**src/design/clipped_rect_fill_engine_defines.svh**
```systemverilog
// Assertion helpers for the checks in the top-level engine file.
`ifndef CLIPPED_RECT_FILL_ENGINE_DEFINES_SVH
`define CLIPPED_RECT_FILL_ENGINE_DEFINES_SVH

// The consequent must hold in the cycle after the antecedent.
`define CRFE_ASSERT_NEXT(label, clk, rst, ante, cons) \
  label: assert property (@(posedge clk) disable iff (rst) (ante) |=> (cons)) \
    else $error("assertion failed");

// The expression must never be true outside reset.
`define CRFE_ASSERT_NEVER(label, clk, rst, expr) \
  label: assert property (@(posedge clk) disable iff (rst) !(expr)) \
    else $error("assertion failed");

`endif

```
**src/design/crfe_pkg.sv**
```systemverilog
package crfe_pkg;

  localparam int FRAME_WIDTH_DEF  = 128;
  localparam int FRAME_HEIGHT_DEF = 256;

  localparam int COORD_W = 13;
  localparam int COLOR_W = 8;
  localparam int PIXEL_W = 3 * COLOR_W;

  localparam logic KIND_FILL = 1'b0;
  localparam logic KIND_READ = 1'b1;

  // Status of the rectangle walker as seen by the top level.
  typedef struct packed {
    logic write;  // a pixel is written this cycle
    logic last;   // it is the final pixel of the rectangle
  } walk_status_t;

endpackage

```
**src/design/crfe_rect_walker.sv**
```systemverilog
module crfe_rect_walker #(
  parameter int FRAME_WIDTH  = crfe_pkg::FRAME_WIDTH_DEF,
  parameter int FRAME_HEIGHT = crfe_pkg::FRAME_HEIGHT_DEF
) (
  input  logic                                                  clk,
  input  logic                                                  rst,
  input  logic                                                  start,
  input  logic signed [crfe_pkg::COORD_W-1:0]                   x_first,
  input  logic signed [crfe_pkg::COORD_W-1:0]                   y_first,
  input  logic signed [crfe_pkg::COORD_W-1:0]                   x_second,
  input  logic signed [crfe_pkg::COORD_W-1:0]                   y_second,
  output crfe_pkg::walk_status_t                                status,
  output logic [((FRAME_WIDTH > 1) ? $clog2(FRAME_WIDTH) : 1)-1:0]   x,
  output logic [((FRAME_HEIGHT > 1) ? $clog2(FRAME_HEIGHT) : 1)-1:0] y
);

  localparam int CW = crfe_pkg::COORD_W;
  localparam int XW = (FRAME_WIDTH > 1) ? $clog2(FRAME_WIDTH) : 1;
  localparam int YW = (FRAME_HEIGHT > 1) ? $clog2(FRAME_HEIGHT) : 1;
  localparam logic signed [CW-1:0] XMAX = CW'(FRAME_WIDTH - 1);
  localparam logic signed [CW-1:0] YMAX = CW'(FRAME_HEIGHT - 1);

  logic signed [CW-1:0] xlo_s, xhi_s, ylo_s, yhi_s;
  logic signed [CW-1:0] xlo_c, xhi_c, ylo_c, yhi_c;
  logic                 empty;

  logic          busy;
  logic [XW-1:0] xcnt, xlo, xhi;
  logic [YW-1:0] ycnt, yhi;
  logic          row_end;

  // Order each corner pair, then clip to the frame.
  always_comb begin
    xlo_s = (x_first < x_second) ? x_first : x_second;
    xhi_s = (x_first < x_second) ? x_second : x_first;
    ylo_s = (y_first < y_second) ? y_first : y_second;
    yhi_s = (y_first < y_second) ? y_second : y_first;
    xlo_c = (xlo_s < 0) ? '0 : xlo_s;
    ylo_c = (ylo_s < 0) ? '0 : ylo_s;
    xhi_c = (xhi_s > XMAX) ? XMAX : xhi_s;
    yhi_c = (yhi_s > YMAX) ? YMAX : yhi_s;
    empty = (xhi_s < 0) || (xlo_s > XMAX) || (yhi_s < 0) || (ylo_s > YMAX);
  end

  assign row_end      = (xcnt == xhi);
  assign status.write = busy;
  assign status.last  = busy && row_end && (ycnt == yhi);
  assign x            = xcnt;
  assign y            = ycnt;

  always_ff @(posedge clk) begin
    if (rst) begin
      busy <= 1'b0;
    end else if (start) begin
      busy <= !empty;
    end else if (status.last) begin
      busy <= 1'b0;
    end
  end

  always_ff @(posedge clk) begin
    if (start) begin
      xcnt <= xlo_c[XW-1:0];
      xlo  <= xlo_c[XW-1:0];
      xhi  <= xhi_c[XW-1:0];
      ycnt <= ylo_c[YW-1:0];
      yhi  <= yhi_c[YW-1:0];
    end else if (busy) begin
      if (row_end) begin
        xcnt <= xlo;
        ycnt <= YW'(ycnt + 1'b1);
      end else begin
        xcnt <= XW'(xcnt + 1'b1);
      end
    end
  end

endmodule

```
**config.mk**
```make
export PLATFORM = sky130hd
export DESIGN_NAME = crfe_rect_walker
export DESIGN_NICKNAME = d
export VERILOG_FILES = /design/src/design/clipped_rect_fill_engine_defines.svh /design/src/design/crfe_pkg.sv /design/src/design/crfe_rect_walker.sv
export SDC_FILE = /design/constraint.sdc
export NUM_CORES = 1
export LEC_CHECK = 0
export BUFFER_PORTS_ARGS = -buffer_cell sky130_fd_sc_hd__buf_2
export CAP_MARGIN = 0
export CORE_ASPECT_RATIO = 0.7
export CORE_MARGIN = 4
export CORE_UTILIZATION = 45
export CTS_CLUSTER_DIAMETER = 40
export DETAILED_ROUTE_END_ITERATION = 7
export GPL_TIMING_DRIVEN = 1
export PLACE_DENSITY = 0.69
export SYNTH_ARGS = -nofsm -noshare
export SYNTH_HDL_FRONTEND = slang
export SYNTH_SLANG_ARGS = --single-unit
```
**constraint.sdc**
```tcl
create_clock -name clk -period 2.5 [get_ports clk]
set_input_delay 0.125 -clock clk [delete_from_list [all_inputs] [get_ports clk]]
set_output_delay 0.125 -clock clk [all_outputs]
set_load 0.01 [all_outputs]
```
---- After elaboration in Yosys (flattened, before gate mapping) ----
Cells that the tools add are included.
storage, ports and cells
  flip-flop bits (word level) ............. 38
  input port bits ......................... 55
  output and inout port bits .............. 17
cells by class
  add/sub/neg operators ................... 2
  order comparisons ....................... 10
  equality and inequality tests ........... 2
  multiplexer cells ....................... 14
  reduce and logical (&&, ||, !) cells .... 10
operator list
  cell                 count
  $lt 13x1->1 const B  4
  $mux 13              4
  $mux 8               4
  $mux 7               4
  $gt 13x8->1 const B  2
  $gt 13x9->1 const B  2
  $lt 13x13->1         2
  $add 8x1->8 const B  1
  $eq 8x8->1           1
  $add 7x1->7 const B  1
  $eq 7x7->1           1
  $reduce_bool 2->1    3
  $logic_or 1x1->1     3
  $logic_and 1x1->1    2
  $mux 1               2
  $reduce_and 2->1     1
  $logic_not 1->1      1

---- Longest topological paths before layout ----
Gate-level depths: netlist (run 1).
  depth in word-level cells ............... 8
  mapped depth ............................ 10
  depth with buffers taken out ............ 8

---- Worst setup path before layout (run 1) ----
Ideal clock, no wire load.
  path kind ............................... input -> register
  start ................................... input port x_second[12] (netlist name)
  end ..................................... register xcnt[3] (netlist: x[3]) (data pin)
  arrival time ............................ 1.868 ns
  data required time ...................... 2.239 ns
  path slack .............................. 0.371 ns
  stages on the path ...................... 9
  path buffers ............................ 2
  cells stage by stage .................... clkinv_1 > ha_1 > inv_1 > a2111oi_2 > a21oi_1 > or3_1 > buf_6 > buf_6 > a311o_1
on the way
  cells in the longest elaborated chain, start to end .. 5
RTL lines
  item                    line                    source
  start: declaration      crfe_rect_walker.sv:10  input logic signed [crfe_pkg::COORD_W-1:0] x_second,
  $lt 13x13->1            crfe_rect_walker.sv:34  xlo_s = (x_first < x_second) ? x_first : x_second;
  $mux 13 (*)             crfe_rect_walker.sv:34
  $lt 13x1->1             crfe_rect_walker.sv:38  xlo_c = (xlo_s < 0) ? '0 : xlo_s;
  $mux 7 (*)              crfe_rect_walker.sv:38
  $mux 7 (*)              crfe_rect_walker.sv:62  if (start) begin
  end signal: assignment  crfe_rect_walker.sv:63  xcnt <= xlo_c[XW-1:0];
  end signal: assignment  crfe_rect_walker.sv:70  xcnt <= xlo;
  end signal: assignment  crfe_rect_walker.sv:73  xcnt <= XW'(xcnt + 1'b1);
  end: declaration        crfe_rect_walker.sv:28  logic [XW-1:0] xcnt, xlo, xhi;
Mark *: on every way between the ends. The rest lies on a longest branch, timed or not.
A chain may end at the register's enable or synchronous reset.

==> results of run 1 <==
cell families (layout without fill, tap and decap cells):
group,Yosys count,count (layout),share of synthesized area (%)
AOI/OAI and AO/OA,67,67,15.1
xor gates and xnor gates,26,26,7.67
adders and majority gates,26,26,11.0
buffers and inverters,42,115,6.02
DFF,38,38,38.1
muxes,3,3,1.01
and+or+nand+nor,132,132,21.1
cells in the final DEF, fill, tap and decap left out, types with 4 or more instances in the layout:
cell and n:
buf_2 71, nor2_1 40, edfxtp_1 37, nand3_1 29, inv_1 28, a21oi_1 28, ha_1 26, nand2_1 20
nor3_1 18, xnor2_1 14, xor2_1 12, o221ai_1 10, nand4_1 6, nand2b_1 6, o21ai_0 6, a21o_1 5
clkbuf_8 5, buf_4 5, a211oi_1 4
metrics by stage:
step	hold WS, ns	total power (W)
global placement	0.333	0.00136
detailed placement	0.339	0.00137
floorplan	0.228	0.00117
global route	0.0407	0.00207
CTS	0.0336	0.00198
finish	0.0381	0.00198
critical path, delay by kind of cell, from the launching register on:
family,cells,cell delay (ns)
buf+inv,1,0.18
flops,1,0.47
simple gates,4,0.93
xor+xnor,1,0.17
state kept, by name (all words and copies together), names as in the netlist:
| signal | cells |
|---|---|
| xlo | 7 |
| yhi | 8 |
| y | 8 |
| busy | 1 |
| xhi | 7 |
| x | 7 |
metal layers:
layer,GRT usage [%],part of all wire [%]
met2,29.8,43
met4,3.67,0.64
met1,30.1,46
met5,0,0
met3,3.98,9.7
area by class of cell:
| class | instances | area, sq um | area share, % |
|---|---|---|---|
| multi-input cells | 254 | 1660 | 46.6 |
| flip-flops and latches | 38 | 1130 | 31.7 |
| repair buffers | 78 | 433 | 12.1 |
| inverters | 29 | 109 | 3.05 |
| well taps | 78 | 97.6 | 2.74 |
| clock buffers | 5 | 68.8 | 1.93 |
| clock inverters | 3 | 63.8 | 1.79 |
power groups by stage:
stage / combinational (W) / clock (W) / sequential, W
2_1_floorplan: 0.000310 / 0 / 0.000857
3_3_place_gp: 0.000500 / 0 / 0.000857
3_5_place_dp: 0.000510 / 0 / 0.000859
4_1_cts: 0.000515 / 0.000624 / 0.000844
5_1_grt: 0.000578 / 0.000644 / 0.000852
6_report: 0.000520 / 0.000621 / 0.000844
worst min-delay path by stage:
stage | startpoint | to | cells past startpoint
global placement | rst | busy | 2
CTS | rst | busy | 2
global route | rst | busy | 2
finish | rst | busy | 2
detailed placement | rst | busy | 2
floorplan | rst | busy | 1
==> metrics.cfg, run 1 <==
[route]
drc=0
first_iter_violations=233
num_vias=2806
wl_per_cell_microns=17.1
wl_microns=8290
dr.pass1.iters=5
viasPerCell=5.79
ant_nets=0

[die]
fp-row-count=24
die_height_microns=76.0
die_w_microns=105
core_area_sq_um=6310
start_util_pct=47.1
io_pins=72
dieArea_sq_um=7990

[power]
clockPowerShare_pct=31.3
p_leak_nw=1.54
internal_power_w=0.00141
sw_frac_of_total_pct=29.2
p_seq_share_pct=42.5
peakVddDrop_uv=332
p_per_area_nw_per_um2=557
switching_power_w=0.000579
comb_power_share_pct=26.2

[placement]
placed_area_sq_um=3430
post-place-cells=477
place_congestion=0.948
place_ws_ns=0.198
port_buffers=71
dp_hpwl_microns=6460

[yosys]
synth_edf_count=37
synth_top_cell_area_share_pct=37.4
syn_area_sq_um=2970
syn_nets=415
synth_flop_cell=edfxtp_1
synth_cell_types=41
yosysMostFrequentCell=nor2_1
syn_inst=334
ys_seq_area_share_pct=38.1
synth_area_leader_cell=edfxtp_1
synth.top_cells.by_count=nor2_1 (40), edfxtp_1 (37), nand3_1 (29)
synthArstFlopShare_pct=0
ys_top_cells_by_area=edfxtp_1 (37%), ha_1 (11%), nor2_1 (5.1%), nand3_1 (4.9%), a21oi_1 (4.7%)
ys_ff_latch=38
yosys_warnings=0
postSynthAreaPerCell_sq_um=8.89

[clock_network]
post_cts_buffers=0
clkLatencyLatePin_ns=0.29
holdBufCountCts=0
cts_resized=0
clkTransAtPathRegs_ns=0.08
numCtsBuffers=5
cts_buffer_depth=2
root_buffer=clkbuf_8
cts_max_level=2
cts.sinks=38
cts_tree=yes

[critical_path]
end_kind=primary output
start_kind=flip-flop
arrival_ns=2.04
cp_cell_sequence=xor2_1, nor3_1, and4_1, nand2_1, nor3_1, buf_2
startpoint=x[3]
ff2ff_path_depth=5
critical_path_class=reg2out
path_max_fanout=5
endpoint=status[0]
reg2reg_setup_slack_ns=0.44
crit_required_ns=2.38
cp_slowest_cell=edfxtp_1
crit_path_frequent_cell=nor3_1
cpPeakStageDelay_ns=0.47
rr_startpoint=x[3]
reg2reg_to=y[4]

[global_route]
grt_max_degree=44
grt.overflow.total=0
grt_use_total_pct=20.0
grt_pass1_vias=2597
grt_pass1_wl_microns=13000
antenna_found_initial=0

[timing]
finalSetupViolCount=0
slew_headroom_pct=34.8
final_hold_viol_count=0
fin_crit_sh_pct=86.8
period_needed_ns=2.17
fin_setup_tns_ns=0
slew_violations=0
fin_ws_ns=0.330
fmax_mhz=461
skew_ns=0.0107
worstMarginPinSlew_ns=0.965
rsz0062_at_grt=false

[finish]
fin_nets=487
area_growth_syn_to_layout_pct=20.0
utilization_pct=56.5
drive_gt1_share_pct=22.1
fin_area_sq_um=3560
finalNonFillerCells=485
final.fill_count=602
n_antenna_cell=0

[min_path]
hold_path_class=in2reg

[outcome]
status=finished, final reports clean

[flow_run]
drv_cap=0

Power figures use the tool's default switching activity.
==> inputs of run 2 (changes only) <==
--- a/config.mk
+++ b/config.mk
@@ -8,7 +8,7 @@
 export BUFFER_PORTS_ARGS = -buffer_cell sky130_fd_sc_hd__buf_2
 export CAP_MARGIN = 0
 export CORE_ASPECT_RATIO = 0.7
-export CORE_MARGIN = 4
+export CORE_MARGIN = 5
 export CORE_UTILIZATION = 45
 export CTS_CLUSTER_DIAMETER = 40
 export DETAILED_ROUTE_END_ITERATION = 7
==> metrics.cfg, run 2 (synthesized netlist as in run 1, its figures left out) <==
[power]
p_total_w=0.00176
p_per_area_nw_per_um2=501
peakVddDrop_uv=259
p_leak_nw=1.51

[clock_network]
holdBufCountCts=0
post_cts_buffers=0
cts_tree=yes
numCtsBuffers=5
root_buffer=clkbuf_8
clkTransAtPathRegs_ns=0.07
cts_max_level=2
cts.sinks=38
cts_resized=0
clkLatencyLatePin_ns=0.29
cts_buffer_depth=2

[die]
core_area_sq_um=6310
fp-row-count=24
start_util_pct=47.1
dieArea_sq_um=8350
die_w_microns=107
io_pins=72
die_height_microns=78.0

[placement]
placed_area_sq_um=3420
place_congestion=0.944
dp_hpwl_microns=6280
port_buffers=71

[global_route]
grt_use_total_pct=19.2
grt.overflow.total=0
antenna_found_initial=0
grt_pass1_wl_microns=12800
grt_max_degree=44
grt_pass1_vias=2545

[critical_path]
cp_top_family=simple AND/OR/NAND/NOR gates
cp_cell_sequence=xor2_1, nor3_1, and4_1, nand2_1, nor3_1, buf_2
cp_slowest_cell=edfxtp_1
crit_required_ns=2.38
arrival_ns=2.10
start_kind=flip-flop
cpPeakStageDelay_ns=0.47
crit_path_frequent_cell=nor3_1
path_max_fanout=7
critical_path_class=reg2out
critPathBufInv=1
end_kind=primary output

[timing]
worstMarginPinSlew_ns=0.934
finalSetupViolCount=0
fmax_mhz=449
final_hold_viol_count=0
slew_violations=0
skew_ns=0.00792
period_needed_ns=2.23
fin_crit_sh_pct=89.2
rsz0062_at_grt=false
fin_setup_tns_ns=0
slew_headroom_pct=36.9

[route]
wl_microns=7980
drc=0
ant_nets=0
viasPerCell=5.72
first_iter_violations=180
dr.pass1.iters=5
wl_per_cell_microns=16.5
num_vias=2769

[finish]
area_growth_syn_to_layout_pct=18.1
drive_gt1_share_pct=21.9
n_antenna_cell=0
final.fill_count=599
final_common_cell=buf_2
fin_nets=486
most-common-layout-cells=buf_2 (71), nor2_1 (40), edfxtp_1 (37)
fin_area_sq_um=3510

[flow_run]
drv_cap=0

[outcome]
status=finished, final reports clean

[min_path]
hold_path_class=in2reg

run 2: metal layers:
metal	share of wire, %	global-route usage [%]	vias to the layer above
met4	1.0	4.47	0
met1	48	31.5	1252
met2	41	25.6	140
li1	-	-	1369
met3	9.3	3.07	8
met5	0	0	-
run 2: path summary, 6_finish.rpt:
path                                  end  cells past startpoint  slack, ns  from
worst max-delay path            status[0]                      6       0.27  x[3]
worst max register to register       y[7]                      5       0.36  x[3]
worst min register to register       busy                      2       0.55  busy
worst min-delay path                 busy                      2       0.04   rst
run 2: where the power goes:
| part | internal [W] | leakage [nW] | switching [W] |
|---|---|---|---|
| logic | 0.000220 | 1.10 | 0.000286 |
| clock network | 0.000191 | 0.0416 | 0.000214 |
| registers | 0.000787 | 0.376 | 0.0000599 |
run 2: final cells by class:
type                            instances  area, sq um  area share [%]
Multi-Input combinational cell        254         1660            47.3
Tap cell                               78         97.6            2.78
Clock inverter                          3         16.3           0.464
Inverter                               29          109            3.10
Sequential cell                        38         1130            32.2
Clock buffer                            5         68.8            1.96
Timing Repair Buffer                   77          425            12.1
run 2: per-stage QoR:
stage | std cells | hold slack (ns) | worst slack (ns) | util (%)
final | 484 | 0.0415 | 0.270 | 55.6
after global routing | 484 | 0.0503 | 0.0653 | 55.6
after CTS | 484 | 0.0400 | 0.246 | 55.6
after detailed placement | 476 | 0.341 | 0.188 | 54.3
after global placement | 476 | 0.332 | 0.240 | 54.3
after floorplan | 334 | 0.228 | 0.371 | -
==> inputs of run 3 (changes only) <==
==> constraint.sdc (replaced) <==
create_clock -name clk -period 2.6 [get_ports clk]
set_input_delay 0.13 -clock clk [delete_from_list [all_inputs] [get_ports clk]]
set_output_delay 0.13 -clock clk [all_outputs]
set_load 0.01 [all_outputs]
==> metrics.cfg, run 3 (synthesized netlist as in run 1, its figures left out) <==
[outcome]
status=finished, final reports clean

[critical_path]
critical_path_class=reg2out
crit_required_ns=2.47
cp_cell_sequence=xor2_1, nor3_1, and4_1, nand2_1, nor3_1, buf_2
ff2ff_path_depth=6
start_kind=flip-flop
cpPeakStageDelay_ns=0.47
arrival_ns=2.08
cp_slowest_cell=edfxtp_1
path_max_fanout=5
end_kind=primary output
crit_path_frequent_cell=nor3_1

[timing]
final_hold_viol_count=0
period_needed_ns=2.21
skew_ns=0.00703
rsz0062_at_grt=false
fin_crit_sh_pct=84.9
fin_ws_ns=0.393
slew_violations=0
slew_headroom_pct=31.7
fin_setup_tns_ns=0
fmax_mhz=453
finalSetupViolCount=0
worstMarginPinSlew_ns=1.01

[finish]
final_common_cell=buf_2
final.fill_count=611
most-common-layout-cells=buf_2 (71), nor2_1 (40), edfxtp_1 (37)
n_antenna_cell=0
drive_gt1_share_pct=21.7
area_growth_syn_to_layout_pct=17.9
utilization_pct=55.5
fin_nets=485

[die]
dieArea_sq_um=8350
io_pins=72
die_height_microns=78.0
die_w_microns=107
start_util_pct=47.1
fp-row-count=24
core_area_sq_um=6310

[route]
wl_microns=8030
dr.pass1.iters=4
drc=0
ant_nets=0
first_iter_violations=249
viasPerCell=5.76
wl_per_cell_microns=16.6
num_vias=2783

[global_route]
antenna_found_initial=0
grt_pass1_vias=2616
grt_use_total_pct=19.5
grt_max_degree=44
grt.overflow.total=0
grt_pass1_wl_microns=13100

[power]
switching_power_w=0.000549
sw_frac_of_total_pct=32.3
internal_power_w=0.00115
p_seq_share_pct=47.8
comb_power_share_pct=29.0
peakVddDrop_uv=195
p_leak_nw=1.51
clockPowerShare_pct=23.3
p_per_area_nw_per_um2=486

[clock_network]
cts_max_level=2
cts_buffer_depth=2
post_cts_buffers=0
clkLatencyLatePin_ns=0.30
cts.sinks=38
holdBufCountCts=0
cts_tree=yes
numCtsBuffers=5
cts_resized=0
clkTransAtPathRegs_ns=0.07
root_buffer=clkbuf_8

[flow_run]
drv_cap=0

[placement]
place_congestion=0.947
dp_hpwl_microns=6360
place_ws_ns=0.280
port_buffers=71

[min_path]
worst_hold_path.num_cells=2
hold_path_class=in2reg

[run 3: layout make-up]
class,instances,area (sq um),area share [%]
timing repair buffer,76,418,11.9
clock buffer,5,68.8,1.97
inverter,29,109,3.11
tap,78,97.6,2.79
multi-input combinational,254,1660,47.4
clock inverter,3,16.3,0.465
sequential,38,1130,32.3
[run 3: worst max-delay path, delay by kind of cell, from the launching register on]
kind,cells,cell delay (ns)
DFF,1,0.47
xor gates and xnor gates,1,0.17
and+or+nand+nor,4,0.97
buffers and inverters,1,0.17
[run 3: per-stage QoR]
| stage | area, sq um | total power, W | hold slack [ns] | std cells |
|---|---|---|---|---|
| 2_1_floorplan | 2970 | 0.00112 | 0.233 | 334 |
| 6_report | 3500 | 0.00170 | 0.0501 | 483 |
| 5_1_grt | 3500 | 0.00181 | 0.0336 | 483 |
| 4_1_cts | 3500 | 0.00170 | 0.0474 | 483 |
| 3_5_place_dp | 3420 | 0.00131 | 0.354 | 475 |
| 3_3_place_gp | 3420 | 0.00130 | 0.337 | 475 |
[run 3: routing by layer]
layer  track usage (%)  vias up  share of wire, %  wire length [microns]
li1                  -     1358                 -                      -
met1              30.2     1309                50                   3980
met2              27.6      108                42                   3340
met3              4.48        8               8.2                    661
met4              3.70        0              0.57                     46
met5                 0        -                 0                      0
[run 3: power by group through the flow]
stage,Sequential (W),Clock (W),Combinational (W)
after floorplan,0.000824,0,0.000298
after global placement,0.000825,0,0.000478
after detailed placement,0.000826,0,0.000486
after CTS,0.000812,0.000402,0.000489
after global routing,0.000821,0.000439,0.000548
final,0.000813,0.000396,0.000493
[run 3: path summary, 6_finish.rpt]
kind,startpoint,endpoint,slack (ns)
max reg2reg,x[3],x[1],0.47
max,x[3],status[0],0.39
min,rst,busy,0.05
min reg2reg,busy,busy,0.57
